--- src/hw/rtl/hsvws_pkg.sv ---
// Shared types, constants and helpers for the HSV window similarity average block.
// Used by the controller, the datapath and the top level; depends on nothing.
`timescale 1ns / 1ps

package hsvws_pkg;

  localparam int K         = 5;
  localparam int RAD       = (K - 1) / 2;
  localparam int MAX_WIDTH = 1024;

  localparam int COL_W     = $clog2(MAX_WIDTH);
  localparam int SLOT_W    = $clog2(K);
  localparam int MEM_DEPTH = K * MAX_WIDTH;
  localparam int ADDR_W    = $clog2(MEM_DEPTH);
  localparam int ROW_W     = 12;
  localparam int POS_W     = 13;
  localparam int WIN_N     = K * K;
  localparam int IDX_W     = $clog2(WIN_N);
  localparam int GOOD_W    = $clog2(WIN_N + 2);
  localparam int SUM_W     = $clog2(255 * (WIN_N + 1) + 1);
  localparam int DCNT_W    = $clog2(SUM_W);
  localparam int REM_W     = GOOD_W + 1;
  localparam int PIX_W     = 24;

  localparam logic [8:0] HUE_SPAN = 9'd180;
  localparam logic [7:0] HUE_HALF = 8'd90;
  localparam logic [7:0] HUE_TOP  = 8'd179;

  typedef enum logic [2:0] {
    REG_HUE_WINDOW   = 3'd0,
    REG_SAT_WINDOW   = 3'd1,
    REG_VAL_WINDOW   = 3'd2,
    REG_SAT_FLOOR    = 3'd3,
    REG_VAL_FLOOR    = 3'd4,
    REG_GOOD_FACTOR  = 3'd5,
    REG_LINE_WIDTH   = 3'd6,
    REG_FRAME_HEIGHT = 3'd7
  } reg_idx_t;

  typedef struct packed {
    logic [6:0]  hue_window;
    logic [7:0]  sat_window;
    logic [7:0]  val_window;
    logic [7:0]  sat_floor;
    logic [7:0]  val_floor;
    logic [6:0]  good_factor;
    logic [10:0] line_width;
    logic [11:0] frame_height;
  } cfg_t;

  typedef enum logic [3:0] {
    ST_IDLE,
    ST_WRITE,
    ST_CENTER,
    ST_SCAN,
    ST_DRAIN,
    ST_DIVLD,
    ST_DIV,
    ST_FIN,
    ST_OUT
  } state_t;

  typedef struct packed {
    logic capture;
    logic write;
    logic rd_center;
    logic rd_nbr;
    logic div_load;
    logic div_step;
    logic load_out;
  } cmd_t;

  typedef struct packed {
    logic interior;
    logic scan_last;
    logic div_done;
  } sts_t;

  function automatic logic [SLOT_W-1:0] slot_inc(input logic [SLOT_W-1:0] s);
    return (s == SLOT_W'(K - 1)) ? '0 : s + SLOT_W'(1);
  endfunction

endpackage

--- src/hw/rtl/hsvws_ctrl.sv ---
// Controller state machine for the HSV window similarity average block.
// Depends on hsvws_pkg; drives the datapath through cmd_t and reads sts_t.
`timescale 1ns / 1ps

module hsvws_ctrl (
  input  logic            clk,
  input  logic            rst_n,
  input  logic            in_tvalid,
  output logic            in_tready,
  output logic            out_tvalid,
  input  logic            out_tready,
  input  hsvws_pkg::sts_t sts,
  output hsvws_pkg::cmd_t cmd
);

  hsvws_pkg::state_t state_r, state_nxt;

  always_ff @(posedge clk) begin
    if (!rst_n) begin
      state_r <= hsvws_pkg::ST_IDLE;
    end else begin
      state_r <= state_nxt;
    end
  end

  always_comb begin
    state_nxt = state_r;
    case (state_r)
      hsvws_pkg::ST_IDLE:   if (in_tvalid) state_nxt = hsvws_pkg::ST_WRITE;
      hsvws_pkg::ST_WRITE:  state_nxt = sts.interior ? hsvws_pkg::ST_CENTER
                                                     : hsvws_pkg::ST_IDLE;
      hsvws_pkg::ST_CENTER: state_nxt = hsvws_pkg::ST_SCAN;
      hsvws_pkg::ST_SCAN:   if (sts.scan_last) state_nxt = hsvws_pkg::ST_DRAIN;
      hsvws_pkg::ST_DRAIN:  state_nxt = hsvws_pkg::ST_DIVLD;
      hsvws_pkg::ST_DIVLD:  state_nxt = hsvws_pkg::ST_DIV;
      hsvws_pkg::ST_DIV:    if (sts.div_done) state_nxt = hsvws_pkg::ST_FIN;
      hsvws_pkg::ST_FIN:    state_nxt = hsvws_pkg::ST_OUT;
      hsvws_pkg::ST_OUT:    if (out_tready) state_nxt = hsvws_pkg::ST_IDLE;
      default:              state_nxt = hsvws_pkg::ST_IDLE;
    endcase
  end

  always_comb begin
    cmd        = '0;
    in_tready  = 1'b0;
    out_tvalid = 1'b0;
    case (state_r)
      hsvws_pkg::ST_IDLE: begin
        in_tready   = 1'b1;
        cmd.capture = in_tvalid;
      end
      hsvws_pkg::ST_WRITE:  cmd.write     = 1'b1;
      hsvws_pkg::ST_CENTER: cmd.rd_center = 1'b1;
      hsvws_pkg::ST_SCAN:   cmd.rd_nbr    = 1'b1;
      hsvws_pkg::ST_DRAIN:  cmd           = '0;
      hsvws_pkg::ST_DIVLD:  cmd.div_load  = 1'b1;
      hsvws_pkg::ST_DIV:    cmd.div_step  = 1'b1;
      hsvws_pkg::ST_FIN:    cmd.load_out  = 1'b1;
      hsvws_pkg::ST_OUT:    out_tvalid    = 1'b1;
      default:              cmd           = '0;
    endcase
  end

endmodule

--- config.mk ---
export PLATFORM = sky130hd
export DESIGN_NAME = hsvws_ctrl
export DESIGN_NICKNAME = d
export VERILOG_FILES = /design/src/hw/rtl/hsvws_pkg.sv /design/src/hw/rtl/hsvws_ctrl.sv
export SDC_FILE = /design/constraint.sdc
export NUM_CORES = 1
export LEC_CHECK = 0
export BUFFER_PORTS_ARGS = -buffer_cell sky130_fd_sc_hd__buf_2
export CORE_AREA = 2 2 39 41
export CTS_CLUSTER_SIZE = 28
export DETAILED_ROUTE_END_ITERATION = 10
export DIE_AREA = 0 0 41 43
export GPL_TIMING_DRIVEN = 1
export PLACE_DENSITY = 0.48
export SKIP_LAST_GASP = 1
export SYNTH_ARGS = -nofsm -noshare
export SYNTH_HDL_FRONTEND = slang
export SYNTH_SLANG_ARGS = --single-unit
export TNS_END_PERCENT = 20
--- constraint.sdc ---
create_clock -name clk -period 1.3 [get_ports clk]
set_clock_uncertainty 0.2 [all_clocks]
set_input_delay 0.26 -clock clk [delete_from_list [all_inputs] [get_ports clk]]
set_output_delay 0.26 -clock clk [all_outputs]
set_load 0.05 [all_outputs]
==> results.toml, run 1 <==
[outcome]
status = "finished with violations"
violations = "negative setup slack"

[power_and_ir_drop]
p_sw_mw = 0.148
seq_power_share_pct = 30.8
power.internal_mw = 0.301
power.switching_fraction_pct = 32.9
comb_power_share_pct = 35.2
leakagePower_nw = 0.283
power.density_nw_per_um2 = 746
ir_drop_uv = 343
clock_power_share_pct = 34.0

[synth]
synth.avg_cell_area_um2 = 8.47
net_count_of_the_mapped_netlist = 42
synth_seq_area_share_pct = 27.0
synth.largest_area_cell = "sky130_fd_sc_hd__dfxtp_1"
synth_largest_type_area_fraction_pct = 27.0
synth.ff_latch_count = 4
synth_cell_type_count = 22
synthCells = 35
synthesis.yosys.warnings = 0
synthesis.area_um2 = 297
synthTopCellsByArea = "sky130_fd_sc_hd__dfxtp_1, sky130_fd_sc_hd__nand2_1, sky130_fd_sc_hd__o41ai_2, sky130_fd_sc_hd__nor3_1, sky130_fd_sc_hd__buf_4"

[placement]
detailed_place_hpwl_um = 585
gp_congestion = 0.689
preCtsSetupSlack_ns = -0.278
place.port_buffers = 15

[sta]
slew-limit-headroom_pct = 84.0
hold_slack_ns = 0.0727
finalHoldViolations = 0
worst_slack_ns = -0.366
report.final.setup_viol = 9
fmax_ghz = 0.600
fin_crit_sh_pct = 128
fin_crit_ns = 1.67
rsz0062_at_grt = "yes"
worstMarginPinSlew_ns = 0.239
slew_viols_final = 0

[die]
chip_height_um = 43
floorplan.initialDensity_pct = 21.4
top_level_ports = 16
placement_rows = 14
dieWidth_um = 41
core_area_um2 = 1380
dieArea_um2 = 1760

[detailed_routing]
routedWlPerCell_um = 9.42
postRouteAntennaNets = 0
postRouteWirelength_um = 763
number_of_drc_markers_in_iteration_0 = 4
drt-vias-per-instance = 4.49
post-route-drc-count = 0
total_via_count_in_the_routed_design = 364
first_pass_iters = 4

[clocking]
cts-root-to-sink-buffers = 2
number_of_buffers_inserted_during_clock_tree_synthesis = 3
tritoncts = "built"
cts_clk_pin_slew_worst_paths_ns = 0.04
cts_root_cell = "sky130_fd_sc_hd__clkbuf_4"
cts_htree_levels = 1
worstSkewPairLatency_ns = 0.23
cts_hold_repair.buffers = 0
clock_sinks = 4

[finish]
area.growth.synth_to_final_pct = 103
area.sequential_um2 = 92.6
layout.nets = 74
fillCellCount = 144
antennaDiodeCount = 0
drive_gt1_share_pct = 69.2
registers.top_by_ff_count = "state_r"
reg.largest.list = "state_r x4"
largest_register_ffs = 4
multi_input_comb_area_um2 = 240

[worst_hold_path]
min-delay-path-class = "in2reg"

[setup_path]
timing.critical_path.to_type = "output pin"
startpoint_to_endpoint_class_of_the_critical_path = "reg2out"
cp.arrival_ns = 1.21
timing.critical_path.required_ns = 0.84
worst_setup_path_start_kind = "flop"
crit_fanout = 6

[grt]
largest_net_degree_at_the_start_of_global_routing = 8
first_pass_grt_wire_length_um = 1170
initial_antenna_violation_count = 0
grt_usage_pct = 9.73
met3_usage_pct = 3.14
number_of_global_route_vias_before_repair = 278
grt_use_met2_pct = 12.2
grt-busiest-layer = "met1"
globalRoute.totalOverflow = 0
met1_usage_pct = 13.8

[job]
timing.max_cap.violations = 0
==> routing by layer <==
layer | vias to the layer above | part of all wire (%)
met2 | 7 | 51
li1 | 188 | -
met4 | 0 | 0
met5 | - | 0
met3 | 0 | 4.8
met1 | 169 | 44
==> final timing paths <==
kind	endpoint	cells after the start	startpoint	slack (ns)
setup / recovery	out_tvalid	3	state_r[1]	-0.37
hold / removal	state_r[3]	2	rst_n	0.07
setup reg to reg	state_r[0]	5	state_r[1]	0.01
hold reg to reg	state_r[0]	1	state_r[0]	0.31
==> final cells by class <==
cell class | instances | share of cell area, %
clock buffers | 3 | 3.74
multi-input cells | 28 | 39.9
flip-flops and latches | 4 | 15.4
well taps | 16 | 3.33
repair buffers | 30 | 37.6
==> power groups by stage <==
stage	combinational, mW	sequential, mW	clock (mW)
detailed placement	0.138	0.143	0
floorplan	0.104	0.138	0
CTS	0.156	0.139	0.162
global route	0.168	0.140	0.175
global placement	0.138	0.143	0
finish	0.158	0.138	0.153
==> cells in the final DEF (no fill, tap or decap), types with 2 or more instances in the layout <==
master                     netlist  routed
sky130_fd_sc_hd__nand2b_1        2       2
sky130_fd_sc_hd__buf_2           0      10
sky130_fd_sc_hd__a21oi_1         2       2
sky130_fd_sc_hd__clkbuf_4        0       3
sky130_fd_sc_hd__buf_6           1       5
sky130_fd_sc_hd__nand2_1         5       5
sky130_fd_sc_hd__nor2_1          2       2
sky130_fd_sc_hd__nor4b_4         0       2
sky130_fd_sc_hd__dfxtp_4         0       3
sky130_fd_sc_hd__nor3_2          0       2
sky130_fd_sc_hd__buf_4           2      14
==> metrics by stage <==
step                      setup TNS, ns  power (mW)  util, %  cell area, um2  std cells
after floorplan                   -4.41       0.241        -             347         35
after global placement            -1.91       0.281     36.5             505         76
after detailed placement          -1.89       0.281     36.5             505         76
after CTS                         -3.17       0.457     42.4             587         81
after global routing              -3.74       0.483     43.5             602         81
final                             -3.05       0.449     43.5             602         81
==> worst max-delay path, cell delays in order (launching register included) <==
cell and delay [ns]:
sky130_fd_sc_hd__dfxtp_4 0.36, sky130_fd_sc_hd__buf_6 0.12, sky130_fd_sc_hd__nor4b_4 0.30, sky130_fd_sc_hd__buf_6 0.20
==> logic make-up after synthesis <==
| family | synth area share [%] |
|---|---|
| AND/OR/NAND/NOR | 49.4 |
| AO/OA/AOI/OAI | 14.8 |
| flip-flops | 27.0 |
| buffers and inverters | 8.86 |
==> what timing repair did <==
action / 4_1_cts / 5_1_grt
gates cloned: 0 / 0
setup endpoints to repair: 11 / 12
buffers inserted: 2 / 0
pin swaps: 3 / 1
gates resized for setup: 16 / 3
==> cell usage after synthesis <==
cell type and instances:
sky130_fd_sc_hd__nand4b_1 1, sky130_fd_sc_hd__and4bb_1 1, sky130_fd_sc_hd__o21a_1 1, sky130_fd_sc_hd__nor4b_1 1, sky130_fd_sc_hd__a21oi_1 2, sky130_fd_sc_hd__nor4b_2 1, sky130_fd_sc_hd__buf_4 2, sky130_fd_sc_hd__o21ai_1 1
sky130_fd_sc_hd__nor3b_1 1, sky130_fd_sc_hd__nand2b_1 2, sky130_fd_sc_hd__nor2_1 2, sky130_fd_sc_hd__nor3_1 3, sky130_fd_sc_hd__o41ai_2 1, sky130_fd_sc_hd__and2b_1 1, sky130_fd_sc_hd__o21ai_0 1, sky130_fd_sc_hd__buf_6 1
sky130_fd_sc_hd__dfxtp_1 4, sky130_fd_sc_hd__nand3b_1 1, sky130_fd_sc_hd__or2_0 1, sky130_fd_sc_hd__and2_1 1, sky130_fd_sc_hd__nand2_1 5, sky130_fd_sc_hd__nor4_2 1
(Power assumes the default switching activity.)
==> run 2, diff against run 1 <==
--- a/config.mk
+++ b/config.mk
@@ -11,7 +11,8 @@
 export DETAILED_ROUTE_END_ITERATION = 10
 export DIE_AREA = 0 0 41 43
 export GPL_TIMING_DRIVEN = 1
-export PLACE_DENSITY = 0.48
+export PLACE_DENSITY = 0.57
+export RECOVER_POWER = 50
 export SKIP_LAST_GASP = 1
 export SYNTH_ARGS = -nofsm -noshare
 export SYNTH_HDL_FRONTEND = slang
==> run 2 against run 1 <==
The run still ends with negative setup slack left. Global-route usage increased by 0.92 points. Flip-flop and latch count unchanged. Clock power about the same. Combinational power decreased by 3%. Utilization decreased by 2.4 points. Clock-buffer cell count unchanged. Routed wire length increased by 5.6%. Worst hold slack improved by 0.0081 ns. Setup slack got worse by 0.0034 ns. Maximum frequency decreased by 0.20%. Die area unchanged. Sequential power about the same. Highest routed layer unchanged.
==> results.toml, run 2 (synthesis gave the netlist of run 1 again) <==
[finish]
final_cell_mix = "sky130_fd_sc_hd__buf_4, sky130_fd_sc_hd__buf_2, sky130_fd_sc_hd__nand2_1, sky130_fd_sc_hd__buf_6, sky130_fd_sc_hd__dfxtp_4"
registers.top_by_ff_count = "state_r"
layout.nets = 70
reg.largest.list = "state_r x4"
largest_register_ffs = 4
area.growth.synth_to_final_pct = 91.6
final_core_util_pct = 41.0
final_cell_area_um2 = 568
drive_gt1_share_pct = 67.2
layout_commonest_cell = "sky130_fd_sc_hd__buf_4"
antennaDiodeCount = 0

[detailed_routing]
routedWlPerCell_um = 10.5
total_via_count_in_the_routed_design = 354
postRouteWirelength_um = 806
postRouteAntennaNets = 0
first_pass_iters = 3
number_of_drc_markers_in_iteration_0 = 1
drt-vias-per-instance = 4.60
post-route-drc-count = 0

[clocking]
tritoncts = "built"
clock_sinks = 4
worstSkewPairLatency_ns = 0.23
cts_clk_pin_slew_worst_paths_ns = 0.04
cts_root_cell = "sky130_fd_sc_hd__clkbuf_4"
number_of_buffers_inserted_during_clock_tree_synthesis = 3
cts-root-to-sink-buffers = 2
cts_htree_levels = 1
cts_hold_repair.buffers = 0

[die]
dieWidth_um = 41
core_area_um2 = 1380
top_level_ports = 16
placement_rows = 14
chip_height_um = 43
dieArea_um2 = 1760
floorplan.initialDensity_pct = 21.4

[outcome]
status = "finished with violations"
violations = "negative setup slack"

[sta]
slew-limit-headroom_pct = 83.9
worstMarginPinSlew_ns = 0.240
finalHoldViolations = 0
fin_crit_sh_pct = 128
fin_crit_ns = 1.67
worst_slack_ns = -0.370
slew_viols_final = 0
fmax_ghz = 0.599
report.final.setup_viol = 9
rsz0062_at_grt = "yes"

[grt]
grt_usage_pct = 10.7
initial_antenna_violation_count = 0
first_pass_grt_wire_length_um = 1230
number_of_global_route_vias_before_repair = 325
largest_net_degree_at_the_start_of_global_routing = 8
globalRoute.totalOverflow = 0

[worst_hold_path]
min-delay-path-class = "in2reg"

[placement]
place.port_buffers = 15
placement.cell_area_um2 = 483
detailed_place_hpwl_um = 676
gp_congestion = 0.670

[setup_path]
crit_fanout = 7
startpoint_to_endpoint_class_of_the_critical_path = "reg2out"
worst-path-buf-inv = 2
cp.arrival_ns = 1.21
worstPathCellList = "buf_4, and4bb_1, buf_6"
critPathMaxStageDelay_ns = 0.35
largest_delay_share_family_worst_path = "flip-flops"
timing.critical_path.required_ns = 0.84
timing.reg2reg.setup_slack_ns = 0.01
worst_setup_path_start_kind = "flop"
critPathSlowestCell = "sky130_fd_sc_hd__dfxtp_4"
timing.critical_path.to_type = "output pin"

[power_and_ir_drop]
comb_power_share_pct = 35.1
clock_power_share_pct = 34.3
leakagePower_nw = 0.258
ir_drop_uv = 430
power.internal_mw = 0.295
seq_power_share_pct = 30.7
power.density_nw_per_um2 = 775
power.switching_fraction_pct = 33.0
p_sw_mw = 0.145

[job]
timing.max_cap.violations = 0
==> run 2: layout make-up <==
cell class / instances / area, um2
sequential: 4 / 95.1
fill: 150 / 816
multi-input combinational: 28 / 231
clock buffer: 3 / 22.5
tap: 16 / 20.0
timing repair buffer: 26 / 199
==> run 2: final timing paths <==
check / from / end / depth (start not counted)
worst min register to register: state_r[0] / state_r[0] / 2
worst min-delay path: rst_n / state_r[3] / 2
worst max-delay path: state_r[2] / cmd[3] / 3
worst max register to register: state_r[1] / state_r[3] / 4
==> run 2: power groups by stage <==
stage | registers, mW | logic (mW) | clock network, mW
after global placement | 0.142 | 0.139 | 0
after CTS | 0.137 | 0.154 | 0.162
after detailed placement | 0.142 | 0.140 | 0
final | 0.135 | 0.154 | 0.151
after floorplan | 0.138 | 0.104 | 0
after global routing | 0.137 | 0.164 | 0.168
==> run 2: per-layer routing <==
metal  wire length [um]  global-route usage, %  vias up
met2                406                   16.6       12
met1                321                   11.3      162
met4                  0                   10.0        0
li1                   -                      -      180
met3                 78                   1.57        0
met5                  0                      0        -
==> run 2: per-stage QoR <==
stage,worst slack [ns],hold slack (ns),std cells,power (mW),TNS (ns)
2_1_floorplan,-0.659,0.177,35,0.241,-4.41
3_3_place_gp,-0.259,0.317,73,0.281,-1.88
3_5_place_dp,-0.265,0.324,73,0.282,-2.01
4_1_cts,-0.401,0.0761,76,0.453,-3.35
5_1_grt,-0.430,0.0778,77,0.470,-3.66
6_report,-0.370,0.0808,77,0.440,-3.10
==> run 2: repair_timing <==
action / CTS / global route
setup endpoints to repair: 12 / 11
hold endpoints to repair: 0 / 0
buffers inserted: 0 / 1
pin swaps: 2 / 1
resized for setup: 15 / 5
cloned: 0 / 0
==> run 2: worst register-to-register path, cell delays in order (launching register included) <==
cell                      delay, ns
sky130_fd_sc_hd__dfxtp_4       0.35
sky130_fd_sc_hd__buf_6         0.12
sky130_fd_sc_hd__nor4b_4       0.30
sky130_fd_sc_hd__and2b_1       0.16
sky130_fd_sc_hd__o21a_1        0.10
==> run 3, diff against run 2 <==
--- a/config.mk
+++ b/config.mk
@@ -5,13 +5,14 @@
 export SDC_FILE = /design/constraint.sdc
 export NUM_CORES = 1
 export LEC_CHECK = 0
+export ABC_AREA = 1
 export BUFFER_PORTS_ARGS = -buffer_cell sky130_fd_sc_hd__buf_2
 export CORE_AREA = 2 2 39 41
 export CTS_CLUSTER_SIZE = 28
 export DETAILED_ROUTE_END_ITERATION = 10
 export DIE_AREA = 0 0 41 43
 export GPL_TIMING_DRIVEN = 1
-export PLACE_DENSITY = 0.57
+export PLACE_DENSITY = 0.61
 export RECOVER_POWER = 50
 export SKIP_LAST_GASP = 1
 export SYNTH_ARGS = -nofsm -noshare
==> run 3 against run 2 <==
The run still ends with negative setup slack left. Cell count increased by 36%. Utilization up 13 points. Non-clock buffer count grew 5. Global-route usage up 4.6 points. Sequential share of layout area is 5.1 points lower. Setup slack improved by 0.031 ns. Area after synthesis increased by 19%.
==> results.toml, run 3 <==
[synth]
net_count_of_the_mapped_netlist = 62
synthTopCellsByArea = "sky130_fd_sc_hd__dfxtp_1, sky130_fd_sc_hd__inv_1, sky130_fd_sc_hd__nand2_1, sky130_fd_sc_hd__nor2_2, sky130_fd_sc_hd__nand3_2"
synth_largest_type_area_fraction_pct = 22.6
yosysMostFrequentCell = "sky130_fd_sc_hd__inv_1"
synth.avg_cell_area_um2 = 6.44
synthCells = 55
synth_seq_area_share_pct = 22.6
async_flop_share_pct = 0
synth_cell_type_count = 17
synthesis.area_um2 = 354
synth_edf_count = 0
netlist_top_cells_count = "sky130_fd_sc_hd__inv_1, sky130_fd_sc_hd__nand2_1, sky130_fd_sc_hd__inv_2"
synth.largest_area_cell = "sky130_fd_sc_hd__dfxtp_1"
synthesis.yosys.warnings = 0
synth.ff_latch_count = 4
postSynth.topFlopCell = "sky130_fd_sc_hd__dfxtp_1"

[worst_hold_path]
worstHoldPathCells = 3
min-delay-path-class = "in2reg"

[finish]
final_cell_mix = "sky130_fd_sc_hd__buf_4, sky130_fd_sc_hd__inv_1, sky130_fd_sc_hd__buf_2"
layout.nets = 98
layout_commonest_cell = "sky130_fd_sc_hd__buf_4"
final_core_util_pct = 54.2
final_cells = 105
area.growth.synth_to_final_pct = 112
registers.top_by_ff_count = "state_r"
reg.largest.list = "state_r x4"
drive_gt1_share_pct = 77.5
largest_register_ffs = 4
antennaDiodeCount = 0

[grt]
first_pass_grt_wire_length_um = 1810
globalRoute.totalOverflow = 0
grt_usage_pct = 15.3
initial_antenna_violation_count = 0
largest_net_degree_at_the_start_of_global_routing = 6
number_of_global_route_vias_before_repair = 480

[outcome]
status = "finished with violations"
violations = "negative setup slack"

[setup_path]
timing.critical_path.required_ns = 0.84
timing.critical_path.to_type = "output pin"
reg2regPathDepth = 7
cp.arrival_ns = 1.18
startpoint_to_endpoint_class_of_the_critical_path = "reg2out"
worst_setup_path_start_kind = "flop"
crit_fanout = 4

[clocking]
tritoncts = "built"
cts_htree_levels = 1
cts_hold_repair.buffers = 0
cts-root-to-sink-buffers = 2
worstSkewPairLatency_ns = 0.23
clock_sinks = 4
cts_clk_pin_slew_worst_paths_ns = 0.04
cts_root_cell = "sky130_fd_sc_hd__clkbuf_4"
number_of_buffers_inserted_during_clock_tree_synthesis = 3

[die]
placement_rows = 14
top_level_ports = 16
core_area_um2 = 1380
dieArea_um2 = 1760
dieWidth_um = 41
chip_height_um = 43
floorplan.initialDensity_pct = 25.6

[sta]
setup_tns_ns = -3.19
hold_slack_ns = 0.107
fin_crit_sh_pct = 126
rsz0062_at_grt = "yes"
worst_slack_ns = -0.339
finalHoldViolations = 0
fmax_ghz = 0.610
fin_crit_ns = 1.64
slew_viols_final = 0
worstMarginPinSlew_ns = 0.247
report.final.setup_viol = 12
slew-limit-headroom_pct = 83.6

[job]
timing.max_cap.violations = 0

[power_and_ir_drop]
seq_power_share_pct = 25.3
p_sw_mw = 0.213
comb_power_share_pct = 47.4
power.internal_mw = 0.341
power.density_nw_per_um2 = 739
ir_drop_uv = 360
clock_power_share_pct = 27.2
leakagePower_nw = 0.347
power.switching_fraction_pct = 38.4

[placement]
gp_congestion = 0.733
place.port_buffers = 15
preCtsSetupSlack_ns = -0.238
detailed_place_hpwl_um = 872
placedCellCount = 102

[detailed_routing]
number_of_drc_markers_in_iteration_0 = 1
routedWlPerCell_um = 10.4
drt-vias-per-instance = 4.41
total_via_count_in_the_routed_design = 463
post-route-drc-count = 0
postRouteWirelength_um = 1090
first_pass_iters = 2
postRouteAntennaNets = 0
## run 3: cells by family after synthesis
| group | after synthesis | synth area share [%] |
|---|---|---|
| flops | 4 | 22.6 |
| compound gates | 6 | 12.7 |
| buf+inv | 16 | 17.0 |
| simple gates | 29 | 47.7 |
## run 3: area by class of cell
cell class | count | area [um2]
timing repair buffer | 31 | 249
fill | 137 | 634
inverter | 16 | 68.8
clock buffer | 3 | 22.5
multi-input combinational | 35 | 302
tap | 16 | 20.0
sequential | 4 | 87.6
## run 3: worst paths after layout
kind | slack (ns) | start | endpoint
worst max-delay path | -0.34 | state_r[0] | cmd[1]
worst min-delay path | 0.11 | rst_n | state_r[1]
worst max register to register | -0.14 | state_r[0] | state_r[0]
worst min register to register | 0.44 | state_r[3] | state_r[2]
## run 3: what timing repair did
item | 4_1_cts | 5_1_grt
gates resized for setup | 25 | 5
pin swaps | 3 | 4
setup endpoints to repair | 12 | 13
buffers inserted | 0 | 0
## run 3: critical path: stages (launching register included)
cell and delay (ns):
sky130_fd_sc_hd__dfxtp_2 0.34, sky130_fd_sc_hd__buf_4 0.15, sky130_fd_sc_hd__nor2_4 0.15, sky130_fd_sc_hd__inv_2 0.07, sky130_fd_sc_hd__nor2_4 0.09, sky130_fd_sc_hd__buf_8 0.15
## run 3: power groups by stage
stage,Combinational (mW),Clock [mW],Sequential [mW]
2_1_floorplan,0.154,0,0.143
3_3_place_gp,0.227,0,0.142
3_5_place_dp,0.232,0,0.142
4_1_cts,0.266,0.159,0.139
5_1_grt,0.281,0.165,0.142
6_report,0.263,0.151,0.140
## run 3: metal layers
| metal | GRT usage (%) | up-vias | wire length [um] |
|---|---|---|---|
| met5 | 0 | - | 0 |
| met4 | 10.0 | 0 | 14 |
| met3 | 1.57 | 2 | 37 |
| met2 | 26.9 | 12 | 582 |
| met1 | 15.4 | 204 | 455 |
| li1 | - | 245 | - |
## run 3: metrics by stage
step                      area [um2]  total power [mW]
after floorplan                  429             0.297
after global placement           644             0.369
after detailed placement         644             0.373
after CTS                        739             0.564
after global routing             749             0.588
final                            749             0.554
